[src/hw/rtl/srrw_pkg.sv]
// Shared types and constants for the selective-repeat receive window.
// Used by every module of the block; no dependencies.
`timescale 1ns / 1ps

package srrw_pkg;

    localparam int WINDOW_FRAMES_DEFAULT = 8;
    localparam int QUEUE_DEPTH           = 2;
    localparam int CFG_INDEX_W           = 4;

    localparam logic [15:0] FRAMES_PER_BLOCK_RESET = 16'd64;
    localparam logic [15:0] FRAME_DATA_BYTES_RESET = 16'd1024;

    typedef enum logic [CFG_INDEX_W-1:0] {
        REG_FRAMES_PER_BLOCK = 4'd0,
        REG_FRAME_DATA_BYTES = 4'd1
    } cfg_reg_t;

    // classified frame word handed from front to back
    typedef struct packed {
        logic [15:0] seq;
        logic        bad;
        logic        last;
        logic [15:0] plen;
        logic [31:0] offset;
    } frame_t;

    typedef struct packed {
        logic        ack_good;
        logic [15:0] ack_seq;
        logic        store_payload;
        logic [31:0] store_offset;
        logic        block_complete;
        logic [31:0] block_bytes;
        logic        transfer_done;
        logic [16:0] expected_seq;
    } result_t;

endpackage

[src/hw/rtl/srrw_front.sv]
// Front stage: accepts frame headers and registers them with their byte offset.
// Depends on srrw_pkg.
`timescale 1ns / 1ps

module srrw_front (
    input  logic             clk,
    input  logic             rst_n,
    input  logic             in_valid,
    output logic             in_ready,
    input  logic [15:0]      seq_number,
    input  logic             bad_checksum,
    input  logic             last_frame,
    input  logic [15:0]      payload_len,
    input  logic [15:0]      frame_data_bytes,
    output logic             push_valid,
    input  logic             push_ready,
    output srrw_pkg::frame_t push_frame
);
    import srrw_pkg::*;

    logic   valid_reg;
    logic   valid_next;
    frame_t frame_reg;
    logic   accept;

    assign in_ready   = !valid_reg || push_ready;
    assign accept     = in_valid && in_ready;
    assign push_valid = valid_reg;
    assign push_frame = frame_reg;

    always_comb
    begin
        valid_next = valid_reg;
        if (accept)
        begin
            valid_next = 1'b1;
        end
        else if (push_ready)
        begin
            valid_next = 1'b0;
        end
    end

    always_ff @(posedge clk or negedge rst_n)
    begin
        if (!rst_n)
        begin
            valid_reg <= 1'b0;
        end
        else
        begin
            valid_reg <= valid_next;
        end
    end

    always_ff @(posedge clk)
    begin
        if (accept)
        begin
            frame_reg.seq    <= seq_number;
            frame_reg.bad    <= bad_checksum;
            frame_reg.last   <= last_frame;
            frame_reg.plen   <= payload_len;
            frame_reg.offset <= seq_number * frame_data_bytes;
        end
    end

endmodule

[src/hw/rtl/srrw_queue.sv]
// Short queue of classified frame words between front and back.
// Depends on srrw_pkg.
`timescale 1ns / 1ps

module srrw_queue (
    input  logic             clk,
    input  logic             rst_n,
    input  logic             push_valid,
    output logic             push_ready,
    input  srrw_pkg::frame_t push_frame,
    output logic             pop_valid,
    input  logic             pop_ready,
    output srrw_pkg::frame_t pop_frame
);
    import srrw_pkg::*;

    localparam int PTR_W   = (QUEUE_DEPTH > 1) ? $clog2(QUEUE_DEPTH) : 1;
    localparam int COUNT_W = $clog2(QUEUE_DEPTH + 1);

    frame_t             entry_reg [QUEUE_DEPTH];
    logic [PTR_W-1:0]   wr_ptr_reg;
    logic [PTR_W-1:0]   wr_ptr_next;
    logic [PTR_W-1:0]   rd_ptr_reg;
    logic [PTR_W-1:0]   rd_ptr_next;
    logic [COUNT_W-1:0] count_reg;
    logic [COUNT_W-1:0] count_next;
    logic               push;
    logic               pop;

    assign push_ready = count_reg < COUNT_W'(QUEUE_DEPTH);
    assign pop_valid  = count_reg != '0;
    assign pop_frame  = entry_reg[rd_ptr_reg];
    assign push       = push_valid && push_ready;
    assign pop        = pop_valid && pop_ready;

    always_comb
    begin
        wr_ptr_next = wr_ptr_reg;
        rd_ptr_next = rd_ptr_reg;
        count_next  = count_reg;
        if (push)
        begin
            wr_ptr_next = (wr_ptr_reg == PTR_W'(QUEUE_DEPTH - 1)) ? '0 : wr_ptr_reg + 1'b1;
        end
        if (pop)
        begin
            rd_ptr_next = (rd_ptr_reg == PTR_W'(QUEUE_DEPTH - 1)) ? '0 : rd_ptr_reg + 1'b1;
        end
        if (push && !pop)
        begin
            count_next = count_reg + 1'b1;
        end
        else if (pop && !push)
        begin
            count_next = count_reg - 1'b1;
        end
    end

    always_ff @(posedge clk or negedge rst_n)
    begin
        if (!rst_n)
        begin
            wr_ptr_reg <= '0;
            rd_ptr_reg <= '0;
            count_reg  <= '0;
        end
        else
        begin
            wr_ptr_reg <= wr_ptr_next;
            rd_ptr_reg <= rd_ptr_next;
            count_reg  <= count_next;
        end
    end

    always_ff @(posedge clk)
    begin
        if (push)
        begin
            entry_reg[wr_ptr_reg] <= push_frame;
        end
    end

    assert property (@(posedge clk) disable iff (!rst_n)
        count_reg <= COUNT_W'(QUEUE_DEPTH))
        else $error("queue count overflow");

    assert property (@(posedge clk) disable iff (!rst_n)
        (push && !pop) |=> (count_reg == $past(count_reg) + 1'b1))
        else $error("queue count lost a push");

    assert property (@(posedge clk) disable iff (!rst_n)
        (count_reg == '0) |-> (wr_ptr_reg == rd_ptr_reg))
        else $error("queue pointers apart while empty");

endmodule

[src/hw/rtl/srrw_back.sv]
// Back stage: window state, slide, block completion and the result register.
// Depends on srrw_pkg.
`timescale 1ns / 1ps

module srrw_back #(
    parameter int WINDOW_FRAMES = srrw_pkg::WINDOW_FRAMES_DEFAULT
) (
    input  logic              clk,
    input  logic              rst_n,
    input  logic [15:0]       frames_per_block,
    input  logic [15:0]       frame_data_bytes,
    input  logic              pop_valid,
    output logic              pop_ready,
    input  srrw_pkg::frame_t  pop_frame,
    output logic              out_valid,
    input  logic              out_ready,
    output srrw_pkg::result_t result
);
    import srrw_pkg::*;

    localparam int STEP_W = $clog2(WINDOW_FRAMES + 1);

    logic [WINDOW_FRAMES-1:0] map_reg;
    logic [WINDOW_FRAMES-1:0] map_next;
    logic [16:0]              ne_reg;
    logic [16:0]              ne_next;
    logic [16:0]              limit_reg;
    logic [16:0]              limit_next;
    logic                     end_seen_reg;
    logic                     end_seen_next;
    logic [31:0]              end_bytes_reg;
    logic [31:0]              end_bytes_next;
    logic                     out_valid_reg;
    logic                     out_valid_next;
    result_t                  result_reg;
    result_t                  result_next;

    logic                     pop;
    logic [WINDOW_FRAMES-1:0] one_w;
    logic [STEP_W-1:0]        step;
    logic [WINDOW_FRAMES-1:0] map_slide;
    logic [16:0]              diff;
    logic [WINDOW_FRAMES-1:0] ahead_bit;
    logic                     in_win;
    logic                     in_order;
    logic                     ahead_new;
    logic                     last_hit;
    logic [WINDOW_FRAMES-1:0] map_a;
    logic [16:0]              ne_a;
    logic [16:0]              limit_a;
    logic                     end_seen_a;
    logic [31:0]              end_bytes_a;
    logic                     complete;
    logic                     done;
    logic [32:0]              limit_prod;

    assign pop       = pop_valid && pop_ready;
    assign pop_ready = !out_valid_reg || out_ready;
    assign out_valid = out_valid_reg;
    assign result    = result_reg;
    assign one_w     = WINDOW_FRAMES'(1);

    // advance past the in-order frame and the marked run behind it
    always_comb
    begin
        step = STEP_W'(WINDOW_FRAMES);
        for (int i = WINDOW_FRAMES - 1; i >= 1; i--)
        begin
            if (!map_reg[i])
            begin
                step = STEP_W'(i);
            end
        end
    end

    assign map_slide  = map_reg >> step;
    assign diff       = {1'b0, pop_frame.seq} - ne_reg;
    assign ahead_bit  = one_w << diff;
    assign limit_prod = limit_reg * {1'b0, frame_data_bytes};

    assign in_win    = !pop_frame.bad &&
                       ({2'b00, pop_frame.seq} < ({1'b0, ne_reg} + 18'(WINDOW_FRAMES)));
    assign in_order  = in_win && ({1'b0, pop_frame.seq} == ne_reg);
    assign ahead_new = in_win && ({1'b0, pop_frame.seq} > ne_reg) &&
                       ((map_reg & ahead_bit) == '0);
    assign last_hit  = in_win && pop_frame.last;

    always_comb
    begin
        map_a       = map_reg;
        ne_a        = ne_reg;
        limit_a     = limit_reg;
        end_seen_a  = end_seen_reg;
        end_bytes_a = end_bytes_reg;
        if (in_order)
        begin
            map_a = map_slide;
            ne_a  = ne_reg + 17'(step);
        end
        else if (ahead_new)
        begin
            map_a = map_reg | ahead_bit;
        end
        if (last_hit)
        begin
            limit_a     = {1'b0, pop_frame.seq} + 17'd1;
            end_seen_a  = 1'b1;
            end_bytes_a = pop_frame.offset + {16'd0, pop_frame.plen};
        end
    end

    assign complete = ne_a >= limit_a;
    assign done     = complete && end_seen_a;

    always_comb
    begin
        map_next       = map_reg;
        ne_next        = ne_reg;
        limit_next     = limit_reg;
        end_seen_next  = end_seen_reg;
        end_bytes_next = end_bytes_reg;
        out_valid_next = out_valid_reg;
        result_next    = result_reg;
        if (out_ready)
        begin
            out_valid_next = 1'b0;
        end
        if (pop)
        begin
            out_valid_next             = 1'b1;
            result_next.ack_good       = !pop_frame.bad;
            result_next.ack_seq        = pop_frame.seq;
            result_next.store_payload  = in_order || ahead_new;
            result_next.store_offset   = (in_order || ahead_new) ? pop_frame.offset : 32'd0;
            result_next.block_complete = complete;
            result_next.block_bytes    = !complete ? 32'd0 :
                                         end_seen_a ? end_bytes_a : limit_prod[31:0];
            result_next.transfer_done  = done;
            result_next.expected_seq   = complete ? 17'd0 : ne_a;
            if (complete)
            begin
                map_next       = '0;
                ne_next        = '0;
                limit_next     = {1'b0, frames_per_block};
                end_seen_next  = done ? 1'b0 : end_seen_a;
                end_bytes_next = done ? 32'd0 : end_bytes_a;
            end
            else
            begin
                map_next       = map_a;
                ne_next        = ne_a;
                limit_next     = limit_a;
                end_seen_next  = end_seen_a;
                end_bytes_next = end_bytes_a;
            end
        end
    end

    always_ff @(posedge clk or negedge rst_n)
    begin
        if (!rst_n)
        begin
            map_reg       <= '0;
            ne_reg        <= '0;
            limit_reg     <= {1'b0, FRAMES_PER_BLOCK_RESET};
            end_seen_reg  <= 1'b0;
            end_bytes_reg <= '0;
            out_valid_reg <= 1'b0;
        end
        else
        begin
            map_reg       <= map_next;
            ne_reg        <= ne_next;
            limit_reg     <= limit_next;
            end_seen_reg  <= end_seen_next;
            end_bytes_reg <= end_bytes_next;
            out_valid_reg <= out_valid_next;
        end
    end

    always_ff @(posedge clk)
    begin
        result_reg <= result_next;
    end

    assert property (@(posedge clk) disable iff (!rst_n)
        !map_reg[0])
        else $error("window mark set on the expected frame");

    assert property (@(posedge clk) disable iff (!rst_n)
        (out_valid_reg && result_reg.block_complete) |-> (ne_reg == 17'd0))
        else $error("window not restarted after block completion");

    assert property (@(posedge clk) disable iff (!rst_n)
        (out_valid_reg && result_reg.transfer_done) |->
        (result_reg.block_complete && !end_seen_reg && (end_bytes_reg == 32'd0)))
        else $error("transfer end state not cleared");

    assert property (@(posedge clk) disable iff (!rst_n)
        (out_valid_reg && !out_ready) |=> (out_valid_reg && $stable(result_reg)))
        else $error("held result changed");

endmodule

[src/hw/rtl/selective_repeat_receive_window.sv]
// Selective-repeat receive window: top level with configuration registers.
// Depends on srrw_pkg, srrw_front, srrw_queue, srrw_back.
//
// Takes one frame header per clock while in_ready is high and returns one
// acknowledge word per header, in order. A header is registered with its
// byte offset in the front stage, passes through a two-word queue and is
// applied to the window state in the back stage, whose output register
// holds the result. Throughput is one header per cycle when neither side
// stalls; the window update and block completion check in the back stage
// are combinational. Both sides stall independently.
// Configuration writes are always accepted and are meant for idle periods;
// frames_per_block applies from the next block restart.
`timescale 1ns / 1ps

module selective_repeat_receive_window #(
    parameter int WINDOW_FRAMES = srrw_pkg::WINDOW_FRAMES_DEFAULT
) (
    input  logic                             clk,
    input  logic                             rst_n,
    input  logic                             cfg_valid,
    output logic                             cfg_ready,
    input  logic [srrw_pkg::CFG_INDEX_W-1:0] cfg_index,
    input  logic [15:0]                      cfg_data,
    input  logic                             in_valid,
    output logic                             in_ready,
    input  logic [15:0]                      seq_number,
    input  logic                             bad_checksum,
    input  logic                             last_frame,
    input  logic [15:0]                      payload_len,
    output logic                             out_valid,
    input  logic                             out_ready,
    output logic                             ack_good,
    output logic [15:0]                      ack_seq,
    output logic                             store_payload,
    output logic [31:0]                      store_offset,
    output logic                             block_complete,
    output logic [31:0]                      block_bytes,
    output logic                             transfer_done,
    output logic [16:0]                      expected_seq
);
    import srrw_pkg::*;

    logic [15:0] fpb_reg;
    logic [15:0] fpb_next;
    logic [15:0] fdb_reg;
    logic [15:0] fdb_next;
    logic        push_valid;
    logic        push_ready;
    frame_t      push_frame;
    logic        pop_valid;
    logic        pop_ready;
    frame_t      pop_frame;
    result_t     result;

    assign cfg_ready = 1'b1;

    always_comb
    begin
        fpb_next = fpb_reg;
        fdb_next = fdb_reg;
        if (cfg_valid)
        begin
            unique case (cfg_index)
                REG_FRAMES_PER_BLOCK: fpb_next = cfg_data;
                REG_FRAME_DATA_BYTES: fdb_next = cfg_data;
                default:              ;
            endcase
        end
    end

    always_ff @(posedge clk or negedge rst_n)
    begin
        if (!rst_n)
        begin
            fpb_reg <= FRAMES_PER_BLOCK_RESET;
            fdb_reg <= FRAME_DATA_BYTES_RESET;
        end
        else
        begin
            fpb_reg <= fpb_next;
            fdb_reg <= fdb_next;
        end
    end

    srrw_front u_front (
        .clk              (clk),
        .rst_n            (rst_n),
        .in_valid         (in_valid),
        .in_ready         (in_ready),
        .seq_number       (seq_number),
        .bad_checksum     (bad_checksum),
        .last_frame       (last_frame),
        .payload_len      (payload_len),
        .frame_data_bytes (fdb_reg),
        .push_valid       (push_valid),
        .push_ready       (push_ready),
        .push_frame       (push_frame)
    );

    srrw_queue u_queue (
        .clk        (clk),
        .rst_n      (rst_n),
        .push_valid (push_valid),
        .push_ready (push_ready),
        .push_frame (push_frame),
        .pop_valid  (pop_valid),
        .pop_ready  (pop_ready),
        .pop_frame  (pop_frame)
    );

    srrw_back #(
        .WINDOW_FRAMES (WINDOW_FRAMES)
    ) u_back (
        .clk              (clk),
        .rst_n            (rst_n),
        .frames_per_block (fpb_reg),
        .frame_data_bytes (fdb_reg),
        .pop_valid        (pop_valid),
        .pop_ready        (pop_ready),
        .pop_frame        (pop_frame),
        .out_valid        (out_valid),
        .out_ready        (out_ready),
        .result           (result)
    );

    assign ack_good       = result.ack_good;
    assign ack_seq        = result.ack_seq;
    assign store_payload  = result.store_payload;
    assign store_offset   = result.store_offset;
    assign block_complete = result.block_complete;
    assign block_bytes    = result.block_bytes;
    assign transfer_done  = result.transfer_done;
    assign expected_seq   = result.expected_seq;

endmodule
[config.mk]
export PLATFORM = sky130hd
export DESIGN_NAME = selective_repeat_receive_window
export DESIGN_NICKNAME = d
export VERILOG_FILES = /design/src/hw/rtl/srrw_pkg.sv /design/src/hw/rtl/srrw_front.sv /design/src/hw/rtl/srrw_queue.sv /design/src/hw/rtl/srrw_back.sv /design/src/hw/rtl/selective_repeat_receive_window.sv
export SDC_FILE = /design/constraint.sdc
export NUM_CORES = 2
export LEC_CHECK = 0
export ABC_CLOCK_PERIOD_IN_PS = 18200
export BUFFER_PORTS_ARGS = -buffer_cell sky130_fd_sc_hd__buf_4
export CORE_UTILIZATION = 69
export CTS_CLUSTER_DIAMETER = 150
export DETAILED_ROUTE_END_ITERATION = 8
export GPL_ROUTABILITY_DRIVEN = 0
export PLACE_DENSITY = 0.95
export SLEW_MARGIN = 25
export SYNTH_ARGS = -nofsm -noshare
export SYNTH_HDL_FRONTEND = slang
export SYNTH_SLANG_ARGS = --single-unit
export TNS_END_PERCENT = 5
[constraint.sdc]
create_clock -name clk -period 18.2 [get_ports clk]
set_input_delay 0.91 -clock clk [delete_from_list [all_inputs] [get_ports clk]]
set_output_delay 0.91 -clock clk [all_outputs]
set_load 0.02 [all_outputs]
==> results.toml <==
[timing]
finalCritPeriodShare_pct = 47.0
max_slew_margin_pct = 23.3
fmax_mhz = 117
setup_viol = 0
tightest_slew_ns = 1.12
finalMaxSlewViolations = 0
tns_ns = 0
rsz0062_at_grt = "no"
fin_crit_ns = 8.56
fin_skew_ns = 0.0289
hold_violations = 0

[grt]
grt_max_degree = 68
grt.total_usage_pct = 41.0
antenna_found_initial = 6
grt_pass1_vias = 31592
grt_remaining_overflow = 0
grt_pass1_wl_um = 170000

[synthesis]
synthXorXnorAreaFrac_pct = 2.92
seq_area_frac_synth_pct = 31.7
synth_nets = 4384
synth_top_family_by_area = "adder cells"
synthArstFlopShare_pct = 27.4
postSynthCellCount = 3647
synth_cell_types = 103
synthFlopType = "edfxtp_1"
synthAdderAreaFrac_pct = 30.9
netlist.area_leader.share_pct = 24.1
synth-compound-area-share_pct = 9.15
synth-edff-count = 299
yosys.area_share.simple_pct = 14.1
syn_avg_cell_area_um2 = 10.2
synth.area.top_cells = "edfxtp_1, fa_1, ha_1"
yosysTopAreaCell = "edfxtp_1"
muxShareOfSynthArea_pct = 3.72
synth-seq-cells = 412
synthesis.area_mm2 = 0.0372
yosysWarningCount = 0

[clocking]
cts_max_level = 2
numCtsBuffers = 41
cts_root_buffer = "clkbuf_16"
clk_pin_slew_worst_paths_ns = 0.07
cts_resized = 0
cts_tree = "done"
cts_sinks = 412
hold_buffers = 0
clk_latency_ns = 0.60
cts_setup_buffers = 0
cts_buffer_depth = 3

[setup_path]
worst-r2r-setup-slack_ns = 9.64
cp.required_ns = 18.68
cp-start-kind = "flop"
path_class = "reg2reg"
worst-path-max-fanout = 58
arrival_ns = 9.03
cp-end-kind = "flop"
reg2reg_from = "u_queue.rd_ptr_reg$_DFFE_PN0P_"
r2r-end = "u_back.end_bytes_reg[16]$_DFFE_PN0P_"
ff2ff_path_depth = 24

[floorplanning]
rows = 84
io_pins = 163
coreArea_mm2 = 0.0530
die_area_mm2 = 0.0549
chipWidth_um = 234
initial_utilization_pct = 70.3
die_y_um = 234

[finish]
drive_gt1_share_pct = 10.3
syn_to_final_growth_pct = 8.25
mostFrequentLayoutCells = "inv_1, nand2_1, fa_1"
design_area_mm2 = 0.0403
largest_reg_flops = 132
num-fill-cells = 2943
final_nets = 4457
final_common_cell = "inv_1"

[place]
port_buffers = 161
dpl_cell_area_mm2 = 0.0389
hpwl_um = 76900

[route]
viasPerCell = 6.77
remaining_drc_errors = 166
num_vias = 30045
routed_wl_um = 110000
wl_per_cell_um = 24.8
drtIter0Drc = 4054
first_pass_iters = 9
antenna_left = 0

[run_status]
status = "finished with violations"
violations = "design-rule violations"

[worst_hold_path]
min-delay-path-class = "in2async"

[run]
maxCapViolCount = 0
## worst max path at each step
stage | start | endpoint | slack, ns | cells past startpoint
CTS | u_queue.rd_ptr_reg$_DFFE_PN0P_ | u_back.end_bytes_reg[16]$_DFFE_PN0P_ | 9.93 | 24
detailed placement | u_queue.rd_ptr_reg$_DFFE_PN0P_ | u_back.end_bytes_reg[16]$_DFFE_PN0P_ | 10.08 | 24
global route | u_queue.rd_ptr_reg$_DFFE_PN0P_ | u_back.end_bytes_reg[7]$_DFFE_PN0P_ | 9.19 | 24
floorplan | seq_number[10] | u_front.push_frame[30]$_DFFE_PP_ | 11.43 | 21
finish | u_queue.rd_ptr_reg$_DFFE_PN0P_ | u_back.end_bytes_reg[16]$_DFFE_PN0P_ | 9.64 | 24
global placement | u_queue.rd_ptr_reg$_DFFE_PN0P_ | u_back.end_bytes_reg[31]$_DFFE_PN0P_ | 10.03 | 24
## Yosys cell counts, types with 14 or more instances
library cell	instances
xnor2_1	91
buf_2	20
xor2_1	33
a21oi_1	112
nor2_1	137
edfxtp_1	299
nand2_1	470
or3_1	18
mux2i_1	56
dfrtp_1	110
a21o_1	34
a211oi_1	47
fa_1	404
a31oi_1	18
clkbuf_1	129
nand2b_1	22
inv_1	553
and3_1	17
mux2_2	72
o21a_1	30
ha_1	274
a22o_1	16
o21ai_0	103
nor3_1	37
nand3_1	53
o211ai_1	14
nor2b_1	21
and2_1	225
## cell type report
cell class / instances / area [µm²] / share of cell area [%]
Antenna cell: 2 / 5.00 / 0.0124
Clock buffer: 51 / 1090 / 2.71
Clock inverter: 23 / 272 / 0.674
Tap cell: 688 / 861 / 2.14
Sequential cell: 412 / 11800 / 29.3
Multi-Input combinational cell: 2512 / 22700 / 56.3
Timing Repair Buffer: 199 / 1490 / 3.71
Inverter: 554 / 2080 / 5.17
## worst max-delay path, stage by stage (launching register included)
cell and delay (ns):
dfrtp_4 0.61, buf_4 0.73, mux2i_1 0.45, fa_1 0.48
nor2b_4 0.10, o311ai_1 0.24, a211oi_1 0.13, o311ai_1 0.49
a21oi_2 0.21, nor4_2 0.49, nand2_1 0.19, or3_1 0.36
nand2_1 0.09, ha_1 0.26, and4_1 0.16, a41oi_1 0.21
a211oi_1 0.10, or3_1 0.43, a31oi_4 0.72, inv_2 0.53
nand2_2 0.25, inv_2 0.14, o21ai_4 0.72, nand2_1 0.14
o21ai_0 0.16
## routing by layer
metal / track usage, % / part of all wire (%) / routed length, µm / up-vias
met4: 27.7 / 8.1 / 8950 / 8
met5: 0 / 0.055 / 61 / -
met2: 64.8 / 45 / 49500 / 2705
met3: 12.4 / 14 / 15900 / 845
li1: - / - / - / 12189
met1: 48.5 / 32 / 35500 / 14298
## logic make-up (layout without fill, tap and decap cells)
group,count (synthesis),in the layout
buffers and inverters,723,827
adders and majority gates,678,678
xor gates and xnor gates,124,124
other,1,3
muxes,129,129
and+or+nand+nor,1075,1075
DFF,412,412
AOI/OAI and AO/OA,505,505
## stage by stage
step                std cells  hold WS (ns)  util [%]  setup WS [ns]
global route             4439         0.451      76.1           9.19
finish                   4441         0.417      76.1           9.64
floorplan                3647         0.421         -          11.43
detailed placement       4365         0.430      73.5          10.08
CTS                      4439         0.442      76.1           9.93
global placement         4365         0.422      73.5          10.03
Power is left out: the tool's default activity adds up to more than one toggle a clock period on the data nets, which glitch-free logic cannot reach.
